**config.mk**
```make
export PLATFORM = sky130hd
export DESIGN_NAME = tpw_cfg
export DESIGN_NICKNAME = d
export VERILOG_FILES = /design/src/rtl/core/tpw_pkg.sv /design/src/rtl/core/tpw_cfg.sv
export SDC_FILE = /design/constraint.sdc
export NUM_CORES = 1
export LEC_CHECK = 0
export ABC_AREA = 1
export BUFFER_PORTS_ARGS = -buffer_cell sky130_fd_sc_hd__clkbuf_2
export CAP_MARGIN = 20
export CORE_AREA = 10 10 103 96
export DETAILED_ROUTE_END_ITERATION = 8
export DIE_AREA = 0 0 113 106
export PLACE_DENSITY = 0.79
export SKIP_LAST_GASP = 1
export SYNTH_ARGS = -nofsm -noshare
export SYNTH_HDL_FRONTEND = slang
export SYNTH_SLANG_ARGS = --single-unit
export TNS_END_PERCENT = 5
```
**constraint.sdc**
```tcl
create_clock -name clk_i -period 1.47 [get_ports clk_i]
set_input_delay 0.147 -clock clk_i [delete_from_list [all_inputs] [get_ports clk_i]]
set_output_delay 0.147 -clock clk_i [all_outputs]
set_load 0.05 [all_outputs]
```
**src/rtl/core/tpw_pkg.sv**
```systemverilog
// ----------------------------------------------------------------------------
// Tilt posture check package
// Shared constants, types and the arctangent table for the tilt check block.
// ----------------------------------------------------------------------------
package tpw_pkg;

  // Number of CORDIC iterations, one cell each.
  localparam int unsigned CORDIC_STAGES = 16;
  // Square root steps, one result bit per cell for a 32-bit radicand.
  localparam int unsigned SQRT_STEPS    = 16;
  // Multiply, sum, square, radicand, square root, CORDIC, output register.
  localparam int unsigned LATENCY       = 5 + SQRT_STEPS + CORDIC_STAGES;
  // Delay line that carries the averages beside the square root and CORDIC.
  localparam int unsigned LINE_LEN      = SQRT_STEPS + CORDIC_STAGES;

  localparam int unsigned VEC_W = 28;  // CORDIC vector width
  localparam int unsigned ACC_W = 24;  // CORDIC angle accumulator width

  // Register indexes on the configuration port.
  localparam logic [2:0] REG_THRESHOLD = 3'd0;
  localparam logic [2:0] REG_BASE_PITCH = 3'd1;
  localparam logic [2:0] REG_BASE_ROLL = 3'd2;
  localparam logic [2:0] REG_W_FIRST = 3'd3;
  localparam logic [2:0] REG_W_SECOND = 3'd4;
  localparam logic [2:0] REG_W_THIRD = 3'd5;

  // Plus and minus ninety degrees in 1/64 degree with 8 fraction bits; the limit is 180 degrees in 1/64 degree.
  localparam logic signed [ACC_W-1:0] QUARTER_TURN = 24'sd1474560;
  localparam logic signed [14:0] ANGLE_LIMIT = 15'sd11520;

  typedef struct packed {
    logic [13:0]        threshold;
    logic signed [14:0] base_pitch;
    logic signed [14:0] base_roll;
    logic [8:0]         w_first;
    logic [8:0]         w_second;
    logic [8:0]         w_third;
  } tpw_cfg_t;

  typedef struct packed {
    logic signed [15:0] x;
    logic signed [15:0] y;
    logic signed [15:0] z;
  } avg_t;

  typedef struct packed {
    logic [31:0] rem;
    logic [31:0] res;
  } sq_t;

  typedef struct packed {
    logic signed [VEC_W-1:0] x;
    logic signed [VEC_W-1:0] y;
    logic signed [ACC_W-1:0] acc;
    logic                    zero;
  } cd_vec_t;

  // atan(2^-i) in degrees times 16384.
  function automatic logic signed [ACC_W-1:0] atan_val(input logic [4:0] idx);
    logic signed [ACC_W-1:0] v;
    case (idx)
      5'd0:  v = 24'sd737280;
      5'd1:  v = 24'sd435242;
      5'd2:  v = 24'sd229970;
      5'd3:  v = 24'sd116736;
      5'd4:  v = 24'sd58595;
      5'd5:  v = 24'sd29326;
      5'd6:  v = 24'sd14667;
      5'd7:  v = 24'sd7334;
      5'd8:  v = 24'sd3667;
      5'd9:  v = 24'sd1833;
      5'd10: v = 24'sd917;
      5'd11: v = 24'sd458;
      5'd12: v = 24'sd229;
      5'd13: v = 24'sd115;
      5'd14: v = 24'sd57;
      5'd15: v = 24'sd29;
      5'd16: v = 24'sd14;
      5'd17: v = 24'sd7;
      5'd18: v = 24'sd4;
      5'd19: v = 24'sd2;
      5'd20: v = 24'sd1;
      default: v = '0;
    endcase
    return v;
  endfunction

endpackage

```
**src/rtl/core/tpw_cfg.sv**
```systemverilog
// ----------------------------------------------------------------------------
// Tilt posture configuration registers
// APB-style register file for threshold, baselines and sensor weights.
// ----------------------------------------------------------------------------
module tpw_cfg (
  input  logic               clk_i,
  input  logic               rst_ni,
  input  logic               psel,
  input  logic               penable,
  input  logic               pwrite,
  input  logic [4:0]         paddr,
  input  logic [31:0]        pwdata,
  output logic [31:0]        prdata,
  output logic               pready,
  output tpw_pkg::tpw_cfg_t  cfg_o
);

  tpw_pkg::tpw_cfg_t cfg_q, cfg_d;
  logic [2:0] idx;

  assign idx    = paddr[4:2];
  assign pready = 1'b1;
  assign cfg_o  = cfg_q;

  // Decode a write request in its access cycle.
  always_comb begin
    cfg_d = cfg_q;
    if (psel && penable && pwrite) begin
      case (idx)
        tpw_pkg::REG_THRESHOLD:  cfg_d.threshold  = pwdata[13:0];
        tpw_pkg::REG_BASE_PITCH: cfg_d.base_pitch = pwdata[14:0];
        tpw_pkg::REG_BASE_ROLL:  cfg_d.base_roll  = pwdata[14:0];
        tpw_pkg::REG_W_FIRST:    cfg_d.w_first    = pwdata[8:0];
        tpw_pkg::REG_W_SECOND:   cfg_d.w_second   = pwdata[8:0];
        tpw_pkg::REG_W_THIRD:    cfg_d.w_third    = pwdata[8:0];
        default: ;
      endcase
    end
  end

  always_ff @(posedge clk_i or negedge rst_ni) begin
    if (!rst_ni) begin
      cfg_q.threshold  <= 14'd1920;
      cfg_q.base_pitch <= -15'sd2970;
      cfg_q.base_roll  <= 15'sd831;
      cfg_q.w_first    <= 9'd102;
      cfg_q.w_second   <= 9'd102;
      cfg_q.w_third    <= 9'd51;
    end else begin
      cfg_q <= cfg_d;
    end
  end

  // Read back the addressed register.
  always_comb begin
    case (idx)
      tpw_pkg::REG_THRESHOLD:  prdata = {18'd0, cfg_q.threshold};
      tpw_pkg::REG_BASE_PITCH: prdata = 32'(cfg_q.base_pitch);
      tpw_pkg::REG_BASE_ROLL:  prdata = 32'(cfg_q.base_roll);
      tpw_pkg::REG_W_FIRST:    prdata = {23'd0, cfg_q.w_first};
      tpw_pkg::REG_W_SECOND:   prdata = {23'd0, cfg_q.w_second};
      tpw_pkg::REG_W_THIRD:    prdata = {23'd0, cfg_q.w_third};
      default:                 prdata = '0;
    endcase
  end

endmodule

```
==> results.cfg <==
[run_status]
status = finished with violations
violations = negative setup slack

[clocking]
root_buffer = clkbuf_8
clk_pin_slew_ps = 80
cts.sinks = 71
cts_buffer_depth = 2
clock_latency_ps = 350
cts_max_level = 3
cts_tree = yes
numCtsBuffers = 9

[routing]
routedWlPerCell_um = 17.3
viasPerCell = 5.30
drt-initial-drc-count = 240
wirelength_um = 11700
drcViolationCount = 0
via_count = 3584
drt-pass1-iter-count = 5
ant_nets = 0

[pwr]
finalPower_w = 0.00796
p_leak_nw = 2.67
max-vdd-ir-drop_mv = 0.897
p_per_area_nw_per_um2 = 1540

[setup_path]
start_kind = register
arrival_ps = 1400
critPathCaptureType = output port
critPathRequiredTime_ps = 1320
crit_type = reg2out
worst-path-max-fanout = 9

[placed_design]
placed_area_um2 = 4830
numPortBuffers = 125
place_congestion = 0.850
place_inst = 653
dp.final_hpwl_um = 8570

[yosys]
synth.distinct_cells = 24
async_reset_ff_share_pct = 100
ys_ff_latch = 71
synth_edf_count = 0
yosys_warnings = 0
syn_avg_cell_area_um2 = 8.20
synth_top_area_share_pct = 26.2
ys.flop_type = dfrtp_1
syn_nets = 497
yosys-top-cells-area = dfrtp_1 (26%), dfstp_2 (23%), nand2_1 (16%), o21ai_0 (6.3%), buf_4 (4.2%)
seq_area_frac_synth_pct = 48.7
syn_inst = 455
yosysTopAreaCell = dfrtp_1
syn_area_um2 = 3730

[floorplanning]
coreArea_um2 = 7800
die_y_um = 106
design.die.area_um2 = 12000
fp.dieW_um = 113
num_rows = 31
initial_core_util_pct = 47.8
ios = 146

[timing]
finalClockSkew_ps = 0
setup_ws_ps = -78.8
finalSetupViolCount = 27
grt_setup_unrepaired = yes
min_period_over_period_pct = 105
fmax_ghz = 0.646
hold_violations = 0
maxSlewHeadroom_pct = 63.8
worst_pin_slew_ps = 541
final.setup.tns_ps = -1720
min_period_ps = 1550
finalMaxSlewViolations = 0

[cells_and_area]
drive_above_1_share_pct = 37.4
num-nets-final = 614
antennaDiodeCount = 0
final_common_cell = nand2_1
final_cells = 676
stdcell_area_um2 = 5180
area_delta_synth_final_pct = 38.8
layout_common_cells = nand2_1 (154), clkbuf_2 (92), o21ai_0 (47)
largest_register_ffs = 71

[global_route]
grt_pass1_vias = 3690
grt_pass1_wl_um = 18700
antenna_found_initial = 0
grt_usage_pct = 19.1
overflow = 0
grt_max_degree = 72

[flow_run]
cap_violations = 0

[worst_hold_path]
hp-class = in2reg
## cell type report
type	instances	area, um2
sequential	71	1820
timing repair buffer	150	1370
fill	617	2620
inverter	31	121
clock inverter	5	104
tap	99	124
multi-input combinational	309	1490
clock buffer	11	151
## what timing repair did
item,CTS,global route
resized for setup,1,4
endpoints found under the setup margin,27,27
pin swaps,3,5
endpoints found under the hold margin,42,0
cloned,1,0
setup buffers,2,1
hold buffers,3,0
## per-layer routing
layer	routed length [um]	global-route usage, %	part of all wire (%)	vias to the layer above
met5	0	0	0	-
met4	225	6.97	1.9	0
met3	1040	7.31	8.9	22
met2	5910	32.8	50	144
met1	4540	20.9	39	1714
li1	-	-	-	1704
## metrics by stage
stage / utilization (%) / worst slack, ps / hold WS (ps)
6_report: 66.4 / -78.8 / 21.9
5_1_grt: 66.4 / -142 / 18.9
4_1_cts: 66.2 / -100 / 0.704
3_5_place_dp: 62.0 / 5.05 / 198
3_3_place_gp: 62.0 / 82.7 / 193
2_1_floorplan: - / 10.2 / -149
## critical path, cell delays in order, from the launching register on
cell and delay (ps):
dfstp_2 550, nand2_1 80, nand2_4 100, buf_12 170
buf_12 150
## cell families (layout without fill, tap and decap cells)
logic type | count (synthesis) | after routing | share of synthesized area [%]
buf+inv | 75 | 197 | 12.0
flops | 71 | 71 | 48.7
compound gates | 77 | 77 | 10.3
other cells | 1 | 1 | 0.101
simple gates | 231 | 231 | 28.9
## cells in the mapped netlist (4+ instances only)
cell       n
dfrtp_1   39
a21oi_1    5
nor2_1    14
nand2_1  156
inv_1     28
buf_2     10
nand3_1   24
dfstp_2   32
buf_6      9
o21ai_0   47
nor2_4     4
nand4_1   25
buf_4     21
o21ai_1   25
## final timing paths
check	start	endpoint	slack, ps	cells after the start
max in group asynchronous	rst_ni	cfg_o[55]$_DFFE_PN1P_	780	3
max	cfg_o[56]$_DFFE_PN1P_	prdata[26]	-80	4
min reg2reg	cfg_o[10]$_DFFE_PN1P_	cfg_o[10]$_DFFE_PN1P_	490	2
min in group asynchronous	rst_ni	cfg_o[7]$_DFFE_PN0P_	340	3
max reg2reg	cfg_o[4]$_DFFE_PN1P_	cfg_o[4]$_DFFE_PN1P_	590	3
min	pwdata[11]	cfg_o[68]$_DFFE_PN0P_	20	3
## power breakdown
part	leakage [nW]	internal, W	switching (W)	total [W]
Clock	0.130	0.00122	0.000735	0.00195
Sequential	0.833	0.00245	0.000317	0.00276
Combinational	1.70	0.000853	0.00239	0.00324
(Power assumes the default switching activity.)
