==> src/rtl/core/tpw_pkg.sv <==
// ----------------------------------------------------------------------------
// Tilt posture check package
// Shared constants, types and the arctangent table for the tilt check block.
// ----------------------------------------------------------------------------
package tpw_pkg;

  // Number of CORDIC iterations, one cell each.
  localparam int unsigned CORDIC_STAGES = 16;
  // Square root steps, one result bit per cell for a 32-bit radicand.
  localparam int unsigned SQRT_STEPS    = 16;
  // Multiply, sum, square, radicand, square root, CORDIC, output register.
  localparam int unsigned LATENCY       = 5 + SQRT_STEPS + CORDIC_STAGES;
  // Delay line that carries the averages beside the square root and CORDIC.
  localparam int unsigned LINE_LEN      = SQRT_STEPS + CORDIC_STAGES;

  localparam int unsigned VEC_W = 28;  // CORDIC vector width
  localparam int unsigned ACC_W = 24;  // CORDIC angle accumulator width

  // Register indexes on the configuration port.
  localparam logic [2:0] REG_THRESHOLD = 3'd0;
  localparam logic [2:0] REG_BASE_PITCH = 3'd1;
  localparam logic [2:0] REG_BASE_ROLL = 3'd2;
  localparam logic [2:0] REG_W_FIRST = 3'd3;
  localparam logic [2:0] REG_W_SECOND = 3'd4;
  localparam logic [2:0] REG_W_THIRD = 3'd5;

  // Plus and minus ninety degrees in 1/64 degree with 8 fraction bits; the limit is 180 degrees in 1/64 degree.
  localparam logic signed [ACC_W-1:0] QUARTER_TURN = 24'sd1474560;
  localparam logic signed [14:0] ANGLE_LIMIT = 15'sd11520;

  typedef struct packed {
    logic [13:0]        threshold;
    logic signed [14:0] base_pitch;
    logic signed [14:0] base_roll;
    logic [8:0]         w_first;
    logic [8:0]         w_second;
    logic [8:0]         w_third;
  } tpw_cfg_t;

  typedef struct packed {
    logic signed [15:0] x;
    logic signed [15:0] y;
    logic signed [15:0] z;
  } avg_t;

  typedef struct packed {
    logic [31:0] rem;
    logic [31:0] res;
  } sq_t;

  typedef struct packed {
    logic signed [VEC_W-1:0] x;
    logic signed [VEC_W-1:0] y;
    logic signed [ACC_W-1:0] acc;
    logic                    zero;
  } cd_vec_t;

  // atan(2^-i) in degrees times 16384.
  function automatic logic signed [ACC_W-1:0] atan_val(input logic [4:0] idx);
    logic signed [ACC_W-1:0] v;
    case (idx)
      5'd0:  v = 24'sd737280;
      5'd1:  v = 24'sd435242;
      5'd2:  v = 24'sd229970;
      5'd3:  v = 24'sd116736;
      5'd4:  v = 24'sd58595;
      5'd5:  v = 24'sd29326;
      5'd6:  v = 24'sd14667;
      5'd7:  v = 24'sd7334;
      5'd8:  v = 24'sd3667;
      5'd9:  v = 24'sd1833;
      5'd10: v = 24'sd917;
      5'd11: v = 24'sd458;
      5'd12: v = 24'sd229;
      5'd13: v = 24'sd115;
      5'd14: v = 24'sd57;
      5'd15: v = 24'sd29;
      5'd16: v = 24'sd14;
      5'd17: v = 24'sd7;
      5'd18: v = 24'sd4;
      5'd19: v = 24'sd2;
      5'd20: v = 24'sd1;
      default: v = '0;
    endcase
    return v;
  endfunction

endpackage

==> src/rtl/core/tpw_cordic_cell.sv <==
// ----------------------------------------------------------------------------
// CORDIC cell
// One vectoring iteration: rotates toward the x axis and accumulates angle.
// ----------------------------------------------------------------------------
module tpw_cordic_cell (
  input  logic                                clk_i,
  input  logic [4:0]                          shift_i,
  input  logic signed [tpw_pkg::ACC_W-1:0]    angle_i,
  input  tpw_pkg::cd_vec_t                    in_i,
  output tpw_pkg::cd_vec_t                    out_o
);

  tpw_pkg::cd_vec_t           out_d;
  logic signed [tpw_pkg::VEC_W-1:0] xs, ys;

  // Turn clockwise while y is not negative, counterclockwise otherwise.
  always_comb begin
    xs         = in_i.x >>> shift_i;
    ys         = in_i.y >>> shift_i;
    out_d.zero = in_i.zero;
    if (!in_i.y[tpw_pkg::VEC_W-1]) begin
      out_d.x   = in_i.x + ys;
      out_d.y   = in_i.y - xs;
      out_d.acc = in_i.acc + angle_i;
    end else begin
      out_d.x   = in_i.x - ys;
      out_d.y   = in_i.y + xs;
      out_d.acc = in_i.acc - angle_i;
    end
  end

  always_ff @(posedge clk_i) begin
    out_o <= out_d;
  end

endmodule

==> config.mk <==
export PLATFORM = sky130hd
export DESIGN_NAME = tpw_cordic_cell
export DESIGN_NICKNAME = d
export VERILOG_FILES = /design/src/rtl/core/tpw_pkg.sv /design/src/rtl/core/tpw_cordic_cell.sv
export SDC_FILE = /design/constraint.sdc
export NUM_CORES = 1
export LEC_CHECK = 0
export BUFFER_PORTS_ARGS = -buffer_cell sky130_fd_sc_hd__buf_2
export CAP_MARGIN = 10
export CORE_ASPECT_RATIO = 1.5
export CORE_MARGIN = 2
export CORE_UTILIZATION = 40
export DETAILED_ROUTE_END_ITERATION = 10
export GPL_TIMING_DRIVEN = 0
export PLACE_DENSITY_LB_ADDON = 0.3
export SETUP_SLACK_MARGIN = 0.4
export SYNTH_ARGS = -nofsm -noshare
export SYNTH_HDL_FRONTEND = slang
export SYNTH_SLANG_ARGS = --single-unit
==> constraint.sdc <==
create_clock -name clk_i -period 6.5 [get_ports clk_i]
set_input_delay 0.325 -clock clk_i [delete_from_list [all_inputs] [get_ports clk_i]]
set_output_delay 0.325 -clock clk_i [all_outputs]
set_load 0.05 [all_outputs]
==> results by group <==
Layout
  – Final #Nets: about 1,700
  – Antenna Cells: 0
  – Filler cell count: 2,728
  – Max reg flops: 81
  – Biggest regs: out_o: 81 flops
  – Most common cell after layout, fill and taps aside: buf_2
  – Biggest register: out_o
  – Layout cells sized above 1: 0.253
  – Most frequent cells in the layout: buf_2, nor2_1, a21oi_1, xnor2_1, nand2_1
  – Area delta synth->final: 17.9%
  – Final Non-Filler Cells: 1,853

Timing
  – RSZ-0062 raised after global routing: true
  – Final hold vios: 0
  – Clock period minus worst slack: 5940 ps
  – Slew Limit Fails: 0
  – Hold WS: 53.2 ps
  – Final Cycle Share: 0.914
  – Worst Max-Slew Pin Slew: between 1000 and 1500 ps
  – Worst slew margin: 0.129
  – Max Fclk: ~170 MHz
  – Final setup vio count: 0

Global routing
  – Gr usage total: 0.343
  – Global-route wire length before repair: 73,400 um
  – Initial antenna violation count: 0
  – Largest net degree at the start of global routing: 16
  – Gr ovfl total: 0
  – Vias in the first global route: between 10,000 and 15,000

Status
  – Status: finished clean

Pwr
  – Int Pwr: between 1.5 and 2 mW
  – Leakage: 5.48 nW
  – Combinational Power Share: 0.637
  – Flop pwr share: 0.207
  – PwrDens: 275 mW/mm2
  – Maximum vdd ir drop: 0.202 mV
  – Clock power share: 0.156
  – Psw: 1.85 mW
  – Sw Ratio: 0.523
  – Power, Total: 3.54 mW

Synthesis
  – Yosys cell types: 84
  – Mean Syn Cell Area: 8.44 um2
  – Main flop type after synthesis: dfxtp_1
  – Mapped Nets: 1,492
  – FF+latch count, synth: 81
  – Post-synthesis cell count: 1,294
  – Cell area after synthesis: between 0.01 and 0.015 mm2
  – Post-synth EDFFs: 0
  – Synth Warn #: 0
  – Register area share after synthesis: 0.148
  – Asr flop ratio synth: 0

Clocking
  – CTS buffer count: 9
  – CTS tree: done
  – Clk sink count: 81
  – Clock-pin transition on the worst setup and hold timing paths: 60 ps
  – CTS Root Cell: clkbuf_16
  – Clock tree buffer depth: 2
  – H-tree levels: 3

Worst setup path
  – CP endpoint kind: register
  – CP Launch Type: input port
  – CP max-delay cell: nor3b_1
  – WS Path Type: in2reg
  – Required time worst endpoint: 6760 ps
  – Worst stage delay on the critical path: 1060 ps
  – Worst-path maximum fanout: 10
  – Worst path cell trace: buf_2 -> buf_2 -> nor3b_1 -> a22oi_1 -> o21ai_0 -> a311oi_2 -> buf_4 -> ha_2 -> o211ai_1 -> o21ai_0 -> xnor2_1 -> ha_1 -> a21oi_1 -> o211ai_1 -> a31o_2 -> a21o_1 -> a31o_2 -> o41ai_2 -> o21ai_0 -> xnor2_1
  – WP data arrival: around 6200 ps
  – Crit path top cell by count: o21ai_0

Routing
  – Via count of the routed design: 11,800
  – Post-route met1 wirelength: 17,700 um
  – First drt pass iteration count: 5
  – DRC violation count after routing: 0
  – WL/cell: between 20 and 30 um
  – Max layer used: met4
  – Met3 Wirelength: around 3600 um
  – Final wirelength: roughly 50,000 um
  – Met2 WL: roughly 25,000 um
  – Initial DRC Count: 1,029
  – DR vias/cell: about 6.4
  – Post-route ant nets: 0

Place
  – Placed cells: ~1,800
  – Post-DP HPWL: around 40,000 um
  – GPL Wtd Cong: a little over 1
  – Port buffer count: around 190

Floorplanning
  – I/O pin cnt: 192
  – Core area: between 0.02 and 0.03 mm2
  – Die ar.: 0.0287 mm2
  – Die X: 139 um
  – Die Y: just over 200 um
  – Row cnt: 74
  – Starting density of the core: 0.404

Worst hold path
  – HP Class: in2reg

Flow run
  – MaxCap Viol Count: 0
## cells in the mapped netlist, types with 19 or more instances
| cell | instances | area, um2 |
|---|---|---|
| o21a_1 | 20 | 150 |
| clkbuf_1 | 30 | 113 |
| mux2i_1 | 38 | 380 |
| inv_1 | 42 | 158 |
| a21o_1 | 26 | 195 |
| o21ai_0 | 71 | 355 |
| mux4_2 | 53 | 1190 |
| nor2_1 | 110 | 413 |
| a31oi_1 | 24 | 150 |
| xnor2_1 | 99 | 867 |
| ha_1 | 84 | 1050 |
| mux2_2 | 28 | 315 |
| a21oi_1 | 101 | 505 |
| nand2_1 | 94 | 353 |
| xor2_1 | 24 | 210 |
| nand3_1 | 25 | 125 |
| dfxtp_1 | 81 | 1620 |
| nor3_1 | 25 | 125 |
| and2_1 | 19 | 119 |
## routing by layer
metal / up-vias / GRT usage
li1: 5338 / -
met1: 5632 / 0.371
met2: 676 / 0.604
met3: 185 / 0.0510
met4: 0 / 0.260
met5: - / 0
## power groups by stage
stage / Clock (mW) / Sequential, mW / Combinational (mW)
6_report: 0.551 / 0.733 / 2.26
5_1_grt: 0.580 / 0.751 / 2.39
4_1_cts: 0.566 / 0.736 / 2.23
3_5_place_dp: 0 / 0.745 / 2.19
3_3_place_gp: 0 / 0.740 / 2.18
2_1_floorplan: 0 / 1.44 / 0.935
## cells by family (layout without fill, tap and decap cells)
family / after synthesis / in the layout / synth area share
DFF: 81 / 81 / 0.148
adders and majority gates: 87 / 87 / 0.102
AOI/OAI and AO/OA: 390 / 390 / 0.234
xor gates and xnor gates: 124 / 124 / 0.101
buffers and inverters: 109 / 326 / 0.0457
and+or+nand+nor: 372 / 372 / 0.170
muxes: 131 / 131 / 0.199
## path summary, 6_finish.rpt
| path | start | slack [ps] | end | depth (start not counted) |
|---|---|---|---|---|
| worst max-delay path | shift_i[2] | 560 | out_o[52]$_DFF_P_ | 20 |
| worst min-delay path | in_i[0] | 50 | out_o[0]$_DFF_P_ | 1 |
## what timing repair did
item / in CTS / in global routing
cloned: 0 / 0
hold buffers: 0 / 0
endpoints found under the setup margin: 28 / 13
pin swaps: 4 / 6
endpoints found under the hold margin: 0 / 0
setup buffers: 9 / 5
gates resized for setup: 26 / 25
## critical path: cells and delay by family
| family | cells | cell delay, ps |
|---|---|---|
| AOI/OAI and AO/OA | 12 | 3040 |
| and+or+nand+nor | 1 | 1060 |
| adders and majority gates | 2 | 590 |
| buffers and inverters | 3 | 630 |
| xor gates and xnor gates | 2 | 540 |
## per-stage QoR
stage / TNS, ps / utilization / instance area, um2 / setup WS (ps)
after floorplan: 0 / - / 10900 / 801
after global placement: -17150 / 0.454 / 12300 / -1250
after detailed placement: -16860 / 0.454 / 12300 / -1220
after CTS: 0 / 0.472 / 12800 / 372
after global routing: 0 / 0.476 / 12900 / 379
final: 0 / 0.476 / 12900 / 561
## layout make-up
| cell class | instances | area, um2 | area share |
|---|---|---|---|
| Timing Repair Buffer | 201 | 1040 | 0.0809 |
| Sequential cell | 81 | 1620 | 0.126 |
| Tap cell | 342 | 428 | 0.0332 |
| Clock inverter | 7 | 77.6 | 0.00603 |
| Multi-Input combinational cell | 1104 | 8930 | 0.694 |
| Clock buffer | 9 | 225 | 0.0175 |
| Inverter | 43 | 165 | 0.0128 |
| Buffer | 66 | 384 | 0.0298 |
(Power assumes the default switching activity.)
