File: src/rtl/core/tpw_pkg.sv
// ----------------------------------------------------------------------------
// Tilt posture check package
// Shared constants, types and the arctangent table for the tilt check block.
// ----------------------------------------------------------------------------
package tpw_pkg;

  // Number of CORDIC iterations, one cell each.
  localparam int unsigned CORDIC_STAGES = 16;
  // Square root steps, one result bit per cell for a 32-bit radicand.
  localparam int unsigned SQRT_STEPS    = 16;
  // Multiply, sum, square, radicand, square root, CORDIC, output register.
  localparam int unsigned LATENCY       = 5 + SQRT_STEPS + CORDIC_STAGES;
  // Delay line that carries the averages beside the square root and CORDIC.
  localparam int unsigned LINE_LEN      = SQRT_STEPS + CORDIC_STAGES;

  localparam int unsigned VEC_W = 28;  // CORDIC vector width
  localparam int unsigned ACC_W = 24;  // CORDIC angle accumulator width

  // Register indexes on the configuration port.
  localparam logic [2:0] REG_THRESHOLD = 3'd0;
  localparam logic [2:0] REG_BASE_PITCH = 3'd1;
  localparam logic [2:0] REG_BASE_ROLL = 3'd2;
  localparam logic [2:0] REG_W_FIRST = 3'd3;
  localparam logic [2:0] REG_W_SECOND = 3'd4;
  localparam logic [2:0] REG_W_THIRD = 3'd5;

  // Plus and minus ninety degrees in 1/64 degree with 8 fraction bits; the limit is 180 degrees in 1/64 degree.
  localparam logic signed [ACC_W-1:0] QUARTER_TURN = 24'sd1474560;
  localparam logic signed [14:0] ANGLE_LIMIT = 15'sd11520;

  typedef struct packed {
    logic [13:0]        threshold;
    logic signed [14:0] base_pitch;
    logic signed [14:0] base_roll;
    logic [8:0]         w_first;
    logic [8:0]         w_second;
    logic [8:0]         w_third;
  } tpw_cfg_t;

  typedef struct packed {
    logic signed [15:0] x;
    logic signed [15:0] y;
    logic signed [15:0] z;
  } avg_t;

  typedef struct packed {
    logic [31:0] rem;
    logic [31:0] res;
  } sq_t;

  typedef struct packed {
    logic signed [VEC_W-1:0] x;
    logic signed [VEC_W-1:0] y;
    logic signed [ACC_W-1:0] acc;
    logic                    zero;
  } cd_vec_t;

  // atan(2^-i) in degrees times 16384.
  function automatic logic signed [ACC_W-1:0] atan_val(input logic [4:0] idx);
    logic signed [ACC_W-1:0] v;
    case (idx)
      5'd0:  v = 24'sd737280;
      5'd1:  v = 24'sd435242;
      5'd2:  v = 24'sd229970;
      5'd3:  v = 24'sd116736;
      5'd4:  v = 24'sd58595;
      5'd5:  v = 24'sd29326;
      5'd6:  v = 24'sd14667;
      5'd7:  v = 24'sd7334;
      5'd8:  v = 24'sd3667;
      5'd9:  v = 24'sd1833;
      5'd10: v = 24'sd917;
      5'd11: v = 24'sd458;
      5'd12: v = 24'sd229;
      5'd13: v = 24'sd115;
      5'd14: v = 24'sd57;
      5'd15: v = 24'sd29;
      5'd16: v = 24'sd14;
      5'd17: v = 24'sd7;
      5'd18: v = 24'sd4;
      5'd19: v = 24'sd2;
      5'd20: v = 24'sd1;
      default: v = '0;
    endcase
    return v;
  endfunction

endpackage

File: src/rtl/core/tpw_sqrt_cell.sv
// ----------------------------------------------------------------------------
// Square root cell
// One step of the bitwise integer square root, registered.
// ----------------------------------------------------------------------------
module tpw_sqrt_cell (
  input  logic          clk_i,
  input  logic [31:0]   bit_i,
  input  tpw_pkg::sq_t  in_i,
  output tpw_pkg::sq_t  out_o
);

  tpw_pkg::sq_t out_d;
  logic [31:0]  trial;

  // Subtract the trial value when it fits and set this result bit.
  always_comb begin
    trial = in_i.res + bit_i;
    if (in_i.rem >= trial) begin
      out_d.rem = in_i.rem - trial;
      out_d.res = (in_i.res >> 1) + bit_i;
    end else begin
      out_d.rem = in_i.rem;
      out_d.res = in_i.res >> 1;
    end
  end

  always_ff @(posedge clk_i) begin
    out_o <= out_d;
  end

endmodule

File: config.mk
export PLATFORM = sky130hd
export DESIGN_NAME = tpw_sqrt_cell
export DESIGN_NICKNAME = d
export VERILOG_FILES = /design/src/rtl/core/tpw_pkg.sv /design/src/rtl/core/tpw_sqrt_cell.sv
export SDC_FILE = /design/constraint.sdc
export NUM_CORES = 1
export LEC_CHECK = 0
export ABC_AREA = 1
export BUFFER_PORTS_ARGS = -buffer_cell sky130_fd_sc_hd__buf_4
export CAP_MARGIN = 20
export CORE_MARGIN = 5
export CORE_UTILIZATION = 30
export CTS_CLUSTER_DIAMETER = 100
export DETAILED_ROUTE_END_ITERATION = 7
export HOLD_SLACK_MARGIN = 0.12
export PLACE_DENSITY = 0.54
export SYNTH_ARGS = -nofsm -noshare
export SYNTH_HDL_FRONTEND = slang
export SYNTH_SLANG_ARGS = --single-unit
File: constraint.sdc
create_clock -name clk_i -period 8.3 [get_ports clk_i]
set_input_delay 1.66 -clock clk_i [delete_from_list [all_inputs] [get_ports clk_i]]
set_output_delay 1.66 -clock clk_i [all_outputs]
set_load 0.02 [all_outputs]
==> results of run 1 <==
==> metal layers <==
metal / share of wire (%) / GRT usage [%] / wire length (um)
met4: 2.2 / 5.13 / 709
met3: 3.9 / 2.48 / 1230
met5: 0 / 0 / 0
met1: 45 / 23.6 / 14400
met2: 48 / 34.5 / 15300
==> stage by stage <==
stage	util [%]	power (mW)
floorplan	-	1.31
global placement	35.5	1.73
detailed placement	35.5	1.73
CTS	36.5	2.13
global route	36.6	2.29
finish	36.6	2.10
==> layout make-up <==
type                       count  area [um^2]  share of cell area (%)
timing repair buffer         161         1220                    11.4
multi-input combinational   1269         6440                    59.9
sequential                    64         1280                    11.9
clock inverter                 3         15.0                   0.140
tap                          390          488                    4.54
clock buffer                  13          270                    2.51
inverter                     275         1030                    9.60
==> cells in the mapped netlist, drive strengths merged, types with 13 or more instances <==
| cell | count | area (um^2) |
|---|---|---|
| nand4 | 16 | 100 |
| xor2 | 32 | 280 |
| nor3 | 14 | 70.1 |
| nand2 | 720 | 2720 |
| inv | 274 | 1030 |
| nor2 | 124 | 488 |
| ha | 94 | 1180 |
| nand3b | 14 | 105 |
| nand3 | 107 | 591 |
| o21ai | 25 | 125 |
| dfxtp | 64 | 1280 |
| a21oi | 74 | 374 |
| buf | 13 | 105 |
| xnor2 | 17 | 149 |
==> critical path, delay by kind of cell <==
kind	cells	cell delay (ns)
AND/OR/NAND/NOR	17	2.40
buffers and inverters	5	0.97
adder cells (fa/ha/maj)	3	0.92
==> cells by family (layout without fill, tap and decap cells) <==
group           count (synthesis)  in the layout  share of synthesized area (%)
compound gates                117            117                           7.16
buf+inv                       288            452                           12.8
xor+xnor                       49             49                           4.84
flops                          64             64                           14.5
simple gates                 1006           1006                           46.8
fa+ha+maj                      97             97                           14.0
==> final timing paths <==
path / start / slack (ns) / end
max: bit_i[0] / 2.54 / out_o[58]$_DFF_P_
min: in_i[34] / 1.51 / out_o[34]$_DFF_P_
==> power groups by stage <==
| stage | Sequential, mW | Combinational [mW] | Clock, mW |
|---|---|---|---|
| floorplan | 0.581 | 0.731 | 0 |
| global placement | 0.453 | 1.27 | 0 |
| detailed placement | 0.448 | 1.28 | 0 |
| CTS | 0.444 | 1.29 | 0.397 |
| global route | 0.453 | 1.44 | 0.404 |
| finish | 0.442 | 1.28 | 0.381 |
==> impl_metrics.csv, run 1 <==
group,metric,value,unit
grt,grt_pass1_wl,50100,um
worst_setup_path,path_class,"primary input to flip-flop",
clock_network,post-cts-setup-buffers,0,
drt,ant_nets,0,
clock_network,hold_buffers,0,
cells_and_area,final_common_cell,"nand2_1",
worst_setup_path,cp.required,8.54,ns
clock_network,clkTransAtPathRegs,0.06,ns
clock_network,ctsLongestPathBuffers,2,
cells_and_area,largest_reg_flops,64,
sta,hold_viol,0,
die,dieWidth,182,um
min_path,hold_path_class,"primary input to flip-flop",
place,place_ws,1.93,ns
worst_setup_path,critical_path_arrival,6.00,ns
drt,drtPass1Iterations,5,
worst_setup_path,critPathLaunchType,"primary input",
worst_setup_path,critPathMostFrequentCell,"nand2_1",
place,hpwl,27300,um
worst_setup_path,cp_max_fo,68,
sta,min_period_over_period,69.4,%
worst_setup_path,cp_slowest_cell,"nand2_4",
synthesis,synth_cell_types,35,
synthesis,yosys_register_bits,64,
synthesis,syn_area,8860,um^2
place,gp_congestion,0.897,
synthesis,syn_avg_cell_area,5.47,um^2
sta,relSlewSlack,40.4,%
drt,vias_per_cell,4.56,
place,port_buffers,160,
clock_network,cts_resized,0,
drt,wl_per_cell,14.6,um
cells_and_area,final_area,10800,um^2
synthesis,ys_warn_count,0,
cells_and_area,antenna_cells,0,
drt,wirelength,31700,um
clock_network,numCtsBuffers,9,
worst_setup_path,cpPeakStageDelay,0.65,ns
cells_and_area,area_delta_synth_final,21.3,%
sta,post-route-min-period,5.76,ns
synthesis,synth_fp_nets,1815,
die,ioPinCount,161,
run,drv_cap,0,
power_and_ir_drop,p_clk_share,18.1,%
power_and_ir_drop,ir_drop,0.0821,mV
cells_and_area,n_fill_cell,3356,
cells_and_area,final_layout_size_suffix_gt1_share,11.4,%
power_and_ir_drop,swShare,47.6,%
synthesis,synthFlopType,"dfxtp_1",
grt,grt_pass1_vias,9880,
clock_network,cts_tree,"yes",
grt,antenna_found_initial,0,
cells_and_area,nets,1974,
cells_and_area,final_cell_mix,"715 x nand2_1, 268 x inv_1, 160 x buf_4",
sta,fin_tns_setup,0,ns
die,row_count,63,
grt,grt_overflow,0,
clock_network,cts.sinks,64,
cells_and_area,fin_cells,2175,
sta,hold-worst-slack,1.51,ns
synthesis,syn_inst,1621,
drt,drt_iter0_markers,452,
power_and_ir_drop,internal_power,1.10,mW
power_and_ir_drop,leakage,6.35,nW
worst_setup_path,crit_path_end_kind,"flip-flop",
sta,slew_violations,0,
power_and_ir_drop,switchingPower,1.00,mW
drt,drc,0,
grt,grt_max_degree,69,
die,start_util,30.1,%
power_and_ir_drop,pwr-share-seq,21.0,%
sta,setup_violations,0,
cells_and_area,reg_top3,"out_o: 64 flops",
sta,fmax,174,MHz
cells_and_area,top_register,"out_o",
sta,setup_ws,2.54,ns
synthesis,synthArstFlopShare,0,%
sta,rsz0062_at_grt,"no",
drt,num_vias,9912,
clock_network,root_buffer,"clkbuf_16",
die,die_h,182,um
min_path,holdPathStages,3,
outcome,status,"finished, final reports clean",
power_and_ir_drop,comb_power_share,60.9,%
power_and_ir_drop,power_density,196,nW/um^2
synthesis,yosysSeqAreaShare,14.5,%
clock_network,htree_levels,3,
grt,grt_util_all_layers,19.0,%
die,die_area,33100,um^2
place,dpl-instance-area,10400,um^2
place,placedCellCount,2158,
die,coreArea,29400,um^2
sta,tightestPinTransition,0.894,ns
synthesis,synth-edff-count,0,
Note: power is estimated with default switching activity, not from simulation.
==> inputs of run 2 (changes only) <==
- PLACE_DENSITY: 0.54 -> 0.56
- clock period: 8.3 -> 4.8 ns (I/O delays scaled with it)
==> impl_metrics.csv, run 2 (synthesis gave the netlist of run 1 again) <==
group,metric,value,unit
clock_network,cts.sinks,64,
clock_network,hold_buffers,0,
clock_network,root_buffer,"clkbuf_16",
cells_and_area,top_register,"out_o",
min_path,holdPathStages,3,
worst_setup_path,cp.required,5.09,ns
grt,grt_max_degree,39,
clock_network,post-cts-setup-buffers,0,
cells_and_area,final_common_cell,"nand2_1",
sta,relSlewSlack,75.4,%
sta,rsz0062_at_grt,"no",
sta,hold_viol,0,
power_and_ir_drop,leakage,6.39,nW
worst_setup_path,critical_path_arrival,4.39,ns
run,drv_cap,0,
worst_setup_path,cp_max_fo,23,
clock_network,cts_resized,0,
grt,antenna_found_initial,0,
sta,slew_violations,0,
worst_setup_path,cp_cell_sequence,"buf_4, ha_1, inv_1, fa_1, inv_1, nand3_1, nand2_1, nand2_1, nand2_1, nand2_1, nand2_1, nand4_1, nand3b_1, nand2_1, ha_1, nand2_1, nor2_1, nand2_1, nor2_1, nand2_2, nand2_4, buf_4, nand3_2, nand2_1",
clock_network,numCtsBuffers,9,
drt,vias_per_cell,4.58,
worst_setup_path,cpPeakStageDelay,0.39,ns
drt,ant_nets,0,
die,row_count,63,
sta,post-route-min-period,4.09,ns
worst_setup_path,crit_path_end_kind,"flip-flop",
place,hpwl,28200,um
power_and_ir_drop,ir_drop,0.142,mV
sta,fmax,244,MHz
die,dieWidth,182,um
sta,hold-worst-slack,0.811,ns
cells_and_area,area_delta_synth_final,22.2,%
min_path,hold_path_class,"primary input to flip-flop",
place,gp_congestion,0.949,
die,die_area,33100,um^2
sta,min_period_over_period,85.3,%
worst_setup_path,critPathMostFrequentCell,"nand2_1",
drt,wl_per_cell,14.9,um
cells_and_area,reg_top3,"out_o: 64 flops",
grt,grt_pass1_wl,50400,um
outcome,status,"finished, final reports clean",
cells_and_area,nets,1979,
clock_network,htree_levels,3,
drt,drt_iter0_markers,478,
cells_and_area,n_fill_cell,3359,
die,coreArea,29400,um^2
cells_and_area,antenna_cells,0,
grt,grt_overflow,0,
drt,drtPass1Iterations,5,
die,die_h,182,um
power_and_ir_drop,power_density,347,nW/um^2
cells_and_area,final_layout_size_suffix_gt1_share,11.6,%
worst_setup_path,path_class,"primary input to flip-flop",
grt,grt_pass1_vias,9679,
die,ioPinCount,161,
sta,tightestPinTransition,0.367,ns
worst_setup_path,crit_buf_inv,4,
clock_network,ctsLongestPathBuffers,2,
worst_setup_path,cp_slowest_cell,"fa_1",
place,port_buffers,160,
sta,fin_tns_setup,0,ns
cells_and_area,largest_reg_flops,64,
clock_network,cts_tree,"yes",
cells_and_area,final_cell_mix,"715 x nand2_1, 268 x inv_1, 165 x buf_4",
drt,drc,0,
clock_network,clkTransAtPathRegs,0.06,ns
grt,grt_util_all_layers,19.3,%
worst_setup_path,path_delay_family,"simple AND/OR/NAND/NOR gates",
sta,setup_violations,0,
die,start_util,30.1,%
drt,num_vias,9969,
worst_setup_path,critPathLaunchType,"primary input",
worst_setup_path,cp.depth,24,
drt,wirelength,32500,um
run 2: cell count changes in the layout (fill, tap and decap cells not counted), sizes merged:
| cell | delta |
|---|---|
| buf | +5 |
| clkbuf | -1 |
| clkinv | -2 |
| bufinv | +2 |
run 2: worst paths after layout:
path,to,start,slack (ns)
min,out_o[34]$_DFF_P_,in_i[34],0.81
max,out_o[56]$_DFF_P_,bit_i[0],0.71
run 2: area by class of cell:
cell class	instances	area, um^2	share of cell area [%]
clock buffers	12	256	2.37
clock inverters	3	65.1	0.601
inverters	275	1030	9.54
multi-input cells	1269	6440	59.5
flip-flops and latches	64	1280	11.8
well taps	390	488	4.51
repair buffers	166	1260	11.6
run 2: tightest hold or removal path, delay by kind of cell:
kind / cells / cell delay, ns
buf+inv: 1 / 0.09
simple gates: 2 / 0.08
run 2: per-stage QoR:
step / total power, mW / setup WS (ns) / util (%) / cell area [um^2] / instances
floorplan: 2.27 / 1.03 / - / 8860 / 1621
global placement: 3.02 / 0.374 / 35.7 / 10500 / 2164
detailed placement: 3.02 / 0.354 / 35.7 / 10500 / 2164
CTS: 3.81 / 0.718 / 36.8 / 10800 / 2179
global route: 4.08 / 0.337 / 36.8 / 10800 / 2179
finish: 3.76 / 0.708 / 36.8 / 10800 / 2179
run 2: layer usage:
layer  track usage, %  up-vias  part of all wire [%]  wire (um)
met3             2.76       39                   3.8       1250
li1                 -     5344                     -          -
met5                0        -                     0          0
met4             5.55        0                   2.4        792
met1             23.8     4370                    45      14700
met2             34.7      216                    48      15800
run 2: power breakdown:
part           switching, mW  internal [mW]  total, mW
combinational           1.42          0.813       2.23
sequential            0.0525          0.714      0.767
clock                  0.278          0.480      0.759
